`src/rtl/indirect_matrix_block_float_encoder_macros.svh`:
```
// Assertion macros for the indirect matrix block-float encoder.
// No dependencies; included by the top level.
`ifndef INDIRECT_MATRIX_BLOCK_FLOAT_ENCODER_MACROS_SVH
`define INDIRECT_MATRIX_BLOCK_FLOAT_ENCODER_MACROS_SVH
`ifndef SYNTHESIS
`define IMBFE_ASSERT_IMPLY(label, clk, rst, a, b) \
   label: assert property (@(posedge clk) disable iff (rst) (a) |-> (b)) \
      else $error("imbfe assertion failed");
`define IMBFE_ASSERT_NEXT(label, clk, rst, a, b) \
   label: assert property (@(posedge clk) disable iff (rst) (a) |=> (b)) \
      else $error("imbfe assertion failed");
`else
`define IMBFE_ASSERT_IMPLY(label, clk, rst, a, b)
`define IMBFE_ASSERT_NEXT(label, clk, rst, a, b)
`endif
`endif

```
`src/rtl/imbfe_pkg.sv`:
```
// Shared types and constants of the indirect matrix block-float encoder.
// No dependencies.
package imbfe_pkg;
   localparam int NUM_LANES = 6;
   localparam logic [5:0] BIASED_MAX = 6'd63;   // scale 46 plus bias 17
   localparam logic [10:0] CODE_POS_SAT = 11'h3FF;
   localparam logic [10:0] CODE_NEG_SAT = 11'h400;
   localparam logic [7:0] ID_OFS_A = 8'd6;
   localparam logic [7:0] ID_OFS_B = 8'd7;
   localparam logic [7:0] ID_OFS_C = 8'd8;
   localparam logic signed [8:0] MSB_NONE = -9'sd256;

   // per-element result of the exponent scan
   typedef struct packed {
      logic              special;   // all-ones exponent
      logic              zero;
      logic signed [8:0] msb;       // floor(log2 |x|) for finite nonzero x
   } scan_type;
endpackage

```
`src/rtl/imbfe_req_if.sv`:
```
// Request channel: six binary32 elements and the matrix slot.
// No dependencies.
interface imbfe_req_if;
   logic        valid;
   logic        ready;
   logic [31:0] row0_col0;
   logic [31:0] row0_col1;
   logic [31:0] row0_col2;
   logic [31:0] row1_col0;
   logic [31:0] row1_col1;
   logic [31:0] row1_col2;
   logic [7:0]  matrix_slot;
   modport source (output valid, row0_col0, row0_col1, row0_col2, row1_col0,
                   row1_col1, row1_col2, matrix_slot, input ready);
   modport sink (input valid, row0_col0, row0_col1, row0_col2, row1_col0,
                 row1_col1, row1_col2, matrix_slot, output ready);
endinterface

```
`src/rtl/imbfe_rsp_if.sv`:
```
// Response channel: three register words and the biased scale.
// No dependencies.
interface imbfe_rsp_if;
   logic        valid;
   logic        ready;
   logic [31:0] word_a;
   logic [31:0] word_b;
   logic [31:0] word_c;
   logic [5:0]  biased_scale;
   modport source (output valid, word_a, word_b, word_c, biased_scale, input ready);
   modport sink (input valid, word_a, word_b, word_c, biased_scale, output ready);
endinterface

```
`src/rtl/indirect_matrix_block_float_encoder.sv`:
```
// Indirect matrix block-float encoder. Each item carries six binary32
// elements and a slot; the block picks one shared power-of-two scale so the
// largest magnitude lands in [0.5,1), clamped to -17..46 (46 whenever an
// infinity or NaN is present), and packs six saturated 11-bit codes into
// three register words with ids slot+6..slot+8. The stages are scan lanes,
// scale merge, and quantize lanes into the output register; one
// item is taken every cycle and each stage holds only while its successor
// is full and stalled. Depends on imbfe_pkg, the two channel interfaces,
// the lane modules and the assertion macro header.
`include "indirect_matrix_block_float_encoder_macros.svh"
module indirect_matrix_block_float_encoder import imbfe_pkg::*; (
   input  logic       clock,
   input  logic       reset,
   imbfe_req_if.sink   req_ch,
   imbfe_rsp_if.source rsp_ch
);
   logic [31:0] elem_in [NUM_LANES];
   scan_type    scan_in [NUM_LANES];

   // stage 1: elements and scan results
   logic        v1_ff;
   logic [31:0] e1_ff [NUM_LANES];
   logic [7:0]  slot1_ff;
   scan_type    scan1_ff [NUM_LANES];
   // stage 2: elements and shared scale
   logic        v2_ff;
   logic [31:0] e2_ff [NUM_LANES];
   logic [7:0]  slot2_ff;
   logic [5:0]  bs2_ff;
   logic [5:0]  bs2_in;
   // stage 3: output register
   logic        v3_ff;
   logic [31:0] wa_ff, wb_ff, wc_ff;
   logic [5:0]  bs3_ff;
   logic [10:0] code [NUM_LANES];

   logic rdy1, rdy2, rdy3;

   assign rdy3 = !v3_ff || rsp_ch.ready;
   assign rdy2 = !v2_ff || rdy3;
   assign rdy1 = !v1_ff || rdy2;
   assign req_ch.ready = rdy1;

   assign elem_in[0] = req_ch.row0_col0;
   assign elem_in[1] = req_ch.row0_col1;
   assign elem_in[2] = req_ch.row0_col2;
   assign elem_in[3] = req_ch.row1_col0;
   assign elem_in[4] = req_ch.row1_col1;
   assign elem_in[5] = req_ch.row1_col2;

   for (genvar g = 0; g < NUM_LANES; g++) begin : g_lane
      imbfe_scan_lane u_scan (.elem(elem_in[g]), .scan(scan_in[g]));
      imbfe_quant_lane u_quant (.elem(e2_ff[g]), .biased_scale(bs2_ff),
                                .code(code[g]));
   end

   imbfe_merge u_merge (.scans(scan1_ff), .biased_scale(bs2_in));

   always_ff @(posedge clock) begin
      if (reset) begin
         v1_ff <= 1'b0;
         v2_ff <= 1'b0;
         v3_ff <= 1'b0;
      end else begin
         if (rdy1) v1_ff <= req_ch.valid;
         if (rdy2) v2_ff <= v1_ff;
         if (rdy3) v3_ff <= v2_ff;
      end
   end

   always_ff @(posedge clock) begin
      if (rdy1) begin
         e1_ff    <= elem_in;
         scan1_ff <= scan_in;
         slot1_ff <= req_ch.matrix_slot;
      end
      if (rdy2) begin
         e2_ff    <= e1_ff;
         slot2_ff <= slot1_ff;
         bs2_ff   <= bs2_in;
      end
      if (rdy3) begin
         // word: id, two scale bits, row 1 code, row 0 code
         wa_ff  <= {slot2_ff + ID_OFS_A, bs2_ff[1:0], code[3], code[0]};
         wb_ff  <= {slot2_ff + ID_OFS_B, bs2_ff[3:2], code[4], code[1]};
         wc_ff  <= {slot2_ff + ID_OFS_C, bs2_ff[5:4], code[5], code[2]};
         bs3_ff <= bs2_ff;
      end
   end

   assign rsp_ch.valid        = v3_ff;
   assign rsp_ch.word_a       = wa_ff;
   assign rsp_ch.word_b       = wb_ff;
   assign rsp_ch.word_c       = wc_ff;
   assign rsp_ch.biased_scale = bs3_ff;

   `IMBFE_ASSERT_NEXT(a_accept_fills, clock, reset, req_ch.valid && req_ch.ready, v1_ff)
   `IMBFE_ASSERT_IMPLY(a_scale_bits, clock, reset, rsp_ch.valid, (rsp_ch.word_a[23:22] == rsp_ch.biased_scale[1:0]) && (rsp_ch.word_c[23:22] == rsp_ch.biased_scale[5:4]))
   `IMBFE_ASSERT_IMPLY(a_ids_step, clock, reset, rsp_ch.valid, rsp_ch.word_b[31:24] == rsp_ch.word_a[31:24] + 8'd1)
   `IMBFE_ASSERT_NEXT(a_special_max, clock, reset, v1_ff && rdy2 && scan1_ff[0].special, bs2_ff == BIASED_MAX)
endmodule

```
`src/rtl/imbfe_scan_lane.sv`:
```
// Exponent scan of one binary32 element.
// Depends on imbfe_pkg.
module imbfe_scan_lane import imbfe_pkg::*; (
   input  logic [31:0] elem,
   output scan_type    scan
);
   logic [7:0]  exp_bits;
   logic [22:0] mant;
   logic [4:0]  top_bit;

   assign exp_bits = elem[30:23];
   assign mant     = elem[22:0];

   always_comb begin
      top_bit = 5'd0;
      for (int i = 0; i < 23; i++) begin
         if (mant[i]) top_bit = 5'(i);
      end
   end

   always_comb begin
      scan.special = (exp_bits == 8'hFF);
      scan.zero    = (exp_bits == 8'h00) && (mant == 23'd0);
      if (exp_bits != 8'h00) begin
         scan.msb = $signed({1'b0, exp_bits}) - 9'sd127;
      end else begin
         // subnormal: weight of the leading one
         scan.msb = $signed({4'b0, top_bit}) - 9'sd149;
      end
   end
endmodule

```
`src/rtl/imbfe_merge.sv`:
```
// Merges the lane scans into one shared biased scale.
// Depends on imbfe_pkg.
module imbfe_merge import imbfe_pkg::*; (
   input  scan_type   scans [NUM_LANES],
   output logic [5:0] biased_scale
);
   logic signed [8:0] top;
   logic              any_special;
   logic signed [9:0] want;

   always_comb begin
      top         = MSB_NONE;
      any_special = 1'b0;
      for (int i = 0; i < NUM_LANES; i++) begin
         if (scans[i].special) any_special = 1'b1;
         if (!scans[i].zero && (scans[i].msb > top)) top = scans[i].msb;
      end
      // scale = msb + 1, biased by 17
      want = 10'(top) + 10'sd18;
      if (any_special || want > 10'sd63) begin
         biased_scale = BIASED_MAX;
      end else if (want < 10'sd0) begin
         biased_scale = 6'd0;
      end else begin
         biased_scale = want[5:0];
      end
   end
endmodule

```
`src/rtl/imbfe_quant_lane.sv`:
```
// Scales one element by the shared scale and truncates to an 11-bit code.
// Depends on imbfe_pkg.
module imbfe_quant_lane import imbfe_pkg::*; (
   input  logic [31:0] elem,
   input  logic [5:0]  biased_scale,
   output logic [10:0] code
);
   logic [7:0]        exp_bits;
   logic [23:0]       sig;
   logic signed [9:0] k;
   logic [9:0]        r;
   logic [34:0]       mag;
   logic              big;
   logic              is_nan;

   assign exp_bits = elem[30:23];
   assign sig      = {exp_bits != 8'h00, elem[22:0]};
   assign is_nan   = (exp_bits == 8'hFF) && (elem[22:0] != 23'd0);
   // shift = exp - 142 - scale, with subnormals at exponent 1
   assign k = $signed({2'b0, (exp_bits == 8'h00) ? 8'd1 : exp_bits})
              - 10'sd125 - $signed({4'b0, biased_scale});
   assign r = 10'(-k);

   always_comb begin
      big = 1'b0;
      mag = '0;
      if (k >= 10'sd11) begin
         big = (sig != 24'd0);
      end else if (k >= 10'sd0) begin
         mag = {11'b0, sig} << k[3:0];
      end else if (r < 10'd24) begin
         mag = {11'b0, sig >> r[4:0]};
      end
   end

   always_comb begin
      if (is_nan) begin
         code = 11'd0;
      end else if (!elem[31]) begin
         code = (big || mag >= 35'd1023) ? CODE_POS_SAT : mag[10:0];
      end else begin
         code = (big || mag >= 35'd1024) ? CODE_NEG_SAT : 11'(-mag[10:0]);
      end
   end
endmodule
```
`src/flat_wrapper.sv`:
```
// flat-port wrapper written by rule: the top's interface ports become plain ports
module indirect_matrix_block_float_encoder_flat import imbfe_pkg::*;
  (clock, reset, req_ch_valid, req_ch_row0_col0, req_ch_row0_col1, req_ch_row0_col2, req_ch_row1_col0, req_ch_row1_col1, req_ch_row1_col2, req_ch_matrix_slot, req_ch_ready, rsp_ch_valid, rsp_ch_word_a, rsp_ch_word_b, rsp_ch_word_c, rsp_ch_biased_scale, rsp_ch_ready);
  imbfe_req_if req_ch_i ();
  imbfe_rsp_if rsp_ch_i ();
  input  logic clock;
  input  logic reset;
  input wire logic [$bits(req_ch_i.valid)-1:0] req_ch_valid;
  input wire logic [$bits(req_ch_i.row0_col0)-1:0] req_ch_row0_col0;
  input wire logic [$bits(req_ch_i.row0_col1)-1:0] req_ch_row0_col1;
  input wire logic [$bits(req_ch_i.row0_col2)-1:0] req_ch_row0_col2;
  input wire logic [$bits(req_ch_i.row1_col0)-1:0] req_ch_row1_col0;
  input wire logic [$bits(req_ch_i.row1_col1)-1:0] req_ch_row1_col1;
  input wire logic [$bits(req_ch_i.row1_col2)-1:0] req_ch_row1_col2;
  input wire logic [$bits(req_ch_i.matrix_slot)-1:0] req_ch_matrix_slot;
  output wire logic [$bits(req_ch_i.ready)-1:0] req_ch_ready;
  output wire logic [$bits(rsp_ch_i.valid)-1:0] rsp_ch_valid;
  output wire logic [$bits(rsp_ch_i.word_a)-1:0] rsp_ch_word_a;
  output wire logic [$bits(rsp_ch_i.word_b)-1:0] rsp_ch_word_b;
  output wire logic [$bits(rsp_ch_i.word_c)-1:0] rsp_ch_word_c;
  output wire logic [$bits(rsp_ch_i.biased_scale)-1:0] rsp_ch_biased_scale;
  input wire logic [$bits(rsp_ch_i.ready)-1:0] rsp_ch_ready;
  assign req_ch_i.valid = req_ch_valid;
  assign req_ch_i.row0_col0 = req_ch_row0_col0;
  assign req_ch_i.row0_col1 = req_ch_row0_col1;
  assign req_ch_i.row0_col2 = req_ch_row0_col2;
  assign req_ch_i.row1_col0 = req_ch_row1_col0;
  assign req_ch_i.row1_col1 = req_ch_row1_col1;
  assign req_ch_i.row1_col2 = req_ch_row1_col2;
  assign req_ch_i.matrix_slot = req_ch_matrix_slot;
  assign req_ch_ready = req_ch_i.ready;
  assign rsp_ch_valid = rsp_ch_i.valid;
  assign rsp_ch_word_a = rsp_ch_i.word_a;
  assign rsp_ch_word_b = rsp_ch_i.word_b;
  assign rsp_ch_word_c = rsp_ch_i.word_c;
  assign rsp_ch_biased_scale = rsp_ch_i.biased_scale;
  assign rsp_ch_i.ready = rsp_ch_ready;
  indirect_matrix_block_float_encoder u_core (.clock(clock), .reset(reset), .req_ch(req_ch_i), .rsp_ch(rsp_ch_i));
endmodule
```
`config.mk`:
```
export PLATFORM = sky130hd
export DESIGN_NAME = indirect_matrix_block_float_encoder_flat
export DESIGN_NICKNAME = d
export VERILOG_FILES = /design/src/rtl/imbfe_pkg.sv /design/src/rtl/imbfe_req_if.sv /design/src/rtl/imbfe_rsp_if.sv /design/src/rtl/indirect_matrix_block_float_encoder.sv /design/src/rtl/imbfe_scan_lane.sv /design/src/rtl/imbfe_merge.sv /design/src/rtl/imbfe_quant_lane.sv /design/src/flat_wrapper.sv
export VERILOG_INCLUDE_DIRS = /design/src /design/src/rtl
export SDC_FILE = /design/constraint.sdc
export NUM_CORES = 2
export LEC_CHECK = 0
export BUFFER_PORTS_ARGS = -buffer_cell sky130_fd_sc_hd__buf_2
export CAP_MARGIN = 30
export CORE_MARGIN = 2
export CORE_UTILIZATION = 25
export DETAILED_ROUTE_END_ITERATION = 8
export PLACE_DENSITY_LB_ADDON = 0.3
export SETUP_SLACK_MARGIN = 0.1
export SLEW_MARGIN = 20
export SYNTH_ARGS = -nofsm -noshare
export SYNTH_HDL_FRONTEND = slang
export SYNTH_SLANG_ARGS = --single-unit
```
`constraint.sdc`:
```
create_clock -name clock -period 42.2 [get_ports clock]
set_input_delay 12.66 -clock clock [delete_from_list [all_inputs] [get_ports clock]]
set_output_delay 12.66 -clock clock [all_outputs]
set_load 0.01 [all_outputs]
```
==> key figures <==
Route
  – DR vias: 31105
  – Pre-antenna DRT Iters: 5
  – Routed len/inst: 17.5 um
  – Starting DRC count in detailed routing: 1939
  – Routed vias/inst: 4.86
  – Post-Route WL: 112 mm
  – DRC: 0
  – ANT nets after route: 0

Layout
  – Register area: 17100 um^2
  – Final Cell Area: 44400 um^2
  – Layout cells sized above 1: 14.0%
  – Fill count: 15910
  – Multi-input logic area: 19800 um^2
  – Final #Nets: 4646
  – Area grow syn2layout: 16.6%
  – Final core occ: 29.3%

Worst setup path
  – Worst Path Max Fanout: 32
  – FF-to-FF path depth: 53
  – Top delay family on crit path: simple AND/OR/NAND/NOR gates
  – Worst reg2reg startpoint: u_core.scan1_ff[64]
  – CP most frequent cell: buf_2
  – Critical path's largest stage delay: 0.38 ns
  – Levels on crit path: 5
  – Crit path buf inv count: 2
  – Crit end category: output port
  – Worst R2R End: u_core.bs2_ff[5]
  – Startpoint Class: input port
  – CP Class: input port to output port
  – Cell Chain, Critical Path: buf_2, nor2b_1, and2_1, nand2_4, buf_2
  – Crit-path slowest cell: and2_1
  – Critical Path RT: 29.54 ns
  – CP arrival: 14.03 ns
  – R2R Setup Slk: 28.42 ns

Placement
  – Post-DP HPWL: 86.0 mm
  – Pre-CTS WS: 15.48 ns
  – I/O Buffers: 307
  – Global placement routability congestion: 0.894
  – Placed Area: 42000 um^2

Floorplanning
  – Die X: 394 um
  – I/O pins: 308
  – Core area: 152000 um^2
  – Die footprint: 156000 um^2
  – Starting Density: 25.1%
  – Std-Cell Rows: 143
  – Chip Height: 394 um

Pwr
  – Clock power frac: 15.6%
  – Sw frac: 48.3%
  – Sequential share of power: 19.2%
  – VDD IR max: 0.0000513 V
  – P_leak: 17.5 nW
  – Power per standard cell area: 86.8 nW/um^2
  – Combinational share of power: 65.2%
  – Sw power: 1.86 mW
  – Internal power: 1.99 mW

STA
  – Worst Clk Skew: 0.0417 ns
  – TNS Setup: 0 ns
  – WHS: 0.397 ns
  – Worst Slack Setup Final: 15.51 ns
  – Slew HR: 38.3%
  – Actual slew at the worst max-slew pin: 0.918 ns
  – Max Fclk: 0.0375 GHz
  – Period Utilization, post-route: 63.3%
  – RSZ-0062 raised after global routing: false
  – Fin crit period: 26.69 ns
  – Slew Limit Fails: 0
  – Final Setup Violations: 0
  – Count of final hold-check violations: 0

Clock tree
  – CTS tree: built
  – Clock latency on the worst-skew pair: 0.67 ns
  – Cell at the root of the clock tree: clkbuf_16
  – Total clock sinks: 570
  – Bufs on Longest Clock Path: 3
  – CTS Hold Bufs: 0
  – CTS clock-pin slew for the worst setup and hold paths: 0.06 ns
  – Post-CTS Resized: 0
  – Setup Buffers After CTS: 0
  – CTS H-tree depth: 3
  – Inserted Clock Buffers: 69

Synth
  – Syn avg cell area: 9.44 um^2
  – Synth Warn #: 0
  – Mapped cell area: 38100 um^2
  – Top_reg_cell synth: edfxtp_1
  – Flops & latches, synth: 570
  – Synth area leaders: edfxtp_1 (45%), nor2_1 (4.9%), mux2i_1 (4.8%)
  – FFs w/ async S/R, synth: 0%
  – Top-count cell post-synth: edfxtp_1
  – Post-synth EDFFs: 567
  – Area share of the largest cell type after synthesis: 44.7%
  – Sequential-to-total area share from yosys stat: 44.9%
  – Leading cell types by count after synthesis: edfxtp_1 (567), nor2_1 (502), nand2_1 (398), a21oi_1 (356), o21ai_0 (252)
  – Net count after synthesis: 4372
  – Gate Count Post-Synth: 4035
  – Synth cell types: 101
  – Area leader, netlist: edfxtp_1

Worst hold path
  – Min-delay src: u_core.e1_ff[28]
  – Hold Path End: u_core.e2_ff[28]
  – Hold Crit Class: flip-flop to flip-flop
  – Worst hold stages: 0

Global route
  – Vias in the first global route: 29683
  – First-pass GRT wire length: 173 mm
  – Largest net degree at the start of global routing: 91
  – Grt ovf: 0
  – Gr usage total: 14.1%
  – Number of antenna violations at the first check in global routing: 46

Run
  – Max-Cap Viols: 0

Run status
  – Status: completed
## state kept, by name (all words and copies together) (netlist names)
register                    cells
u_core.e2_ff                  192
u_core.slot1_ff                 8
u_core.rsp_ch.biased_scale      5
u_core.bs2_ff                   6
u_core.e1_ff                  192
u_core.slot2_ff                 8
u_core.rsp_ch.word_a           29
u_core.v2_ff                    1
u_core.v1_ff                    1
u_core.rsp_ch.word_c           31
u_core.rsp_ch.valid             1
u_core.rsp_ch.word_b           30
u_core.scan1_ff                66
## power by group through the flow
stage,Sequential [mW],Combinational (mW),Clock [mW]
2_1_floorplan,0.755,1.86,0
3_3_place_gp,0.751,2.47,0
3_5_place_dp,0.753,2.49,0
4_1_cts,0.741,2.50,0.628
5_1_grt,0.747,2.80,0.647
6_report,0.740,2.51,0.602
## worst max-delay path by stage
stage / from / to
final: rsp_ch_ready / req_ch_ready
after global routing: rsp_ch_ready / req_ch_ready
after CTS: rsp_ch_ready / req_ch_ready
after detailed placement: rsp_ch_ready / req_ch_ready
after global placement: rsp_ch_ready / req_ch_ready
after floorplan: rsp_ch_ready / req_ch_ready
## cells by family (layout without fill, tap and decap cells)
logic type      count (synthesis)  count (layout)  synth area share (%)
mux                           258             258                  7.88
fa+ha+maj                     134             134                  4.51
xor+xnor                      185             185                  4.25
buf+inv                       322             643                  3.29
other cells                     0              20                     0
simple gates                 1554            1554                  18.9
flops                         570             570                  44.9
compound gates               1012            1012                  16.3
## cell type report
type / count / area share (%)
multi-input combinational: 3143 / 44.6
sequential: 570 / 38.5
tap: 2030 / 5.72
timing repair buffer: 372 / 4.68
clock buffer: 81 / 4.09
inverter: 153 / 1.32
clock inverter: 37 / 1.03
antenna: 20 / 0.113
## per-layer routing
metal  GRT usage [%]  vias to the layer above  routed length (um)
li1                -                    15534                   -
met3            2.82                      153                6340
met4            5.04                       26                2580
met2            23.0                      753               52600
met1            18.5                    14639               50600
met5               0                        -                 145
## stage by stage
| step | power (mW) | instances |
|---|---|---|
| 6_report | 3.86 | 6406 |
| 5_1_grt | 4.19 | 6401 |
| 4_1_cts | 3.87 | 6380 |
| 3_5_place_dp | 3.24 | 6262 |
| 3_3_place_gp | 3.22 | 6254 |
| 2_1_floorplan | 2.62 | 4035 |
## worst reg2reg max path: cells and delay by family (launching register included)
kind	cells	cell delay [ns]
flops	1	0.48
compound gates	27	7.39
simple gates	16	3.06
fa+ha+maj	6	1.85
mux	1	0.44
buf+inv	3	0.29
## placed cells by master, fill, tap and decap left out, types with 22 or more instances in the layout
master / count
nand2_1: 397
a31oi_1: 39
mux2_2: 43
o21ai_0: 252
xor2_1: 67
and3_1: 41
clkbuf_16: 71
buf_2: 309
a21oi_1: 355
xnor2_1: 116
edfxtp_1: 567
nor2_1: 502
or2_2: 26
nand2b_1: 47
a211oi_1: 48
a21o_1: 58
nor3_1: 149
o211ai_1: 30
and2_1: 28
nor4_1: 70
ha_1: 127
inv_1: 143
o22ai_1: 22
mux2i_1: 182
mux4_2: 27
buf_4: 56
nand4_1: 25
nand3_1: 147
a22oi_1: 34
nor2b_1: 49
No activity file was read; power rests on OpenSTA's default activity.
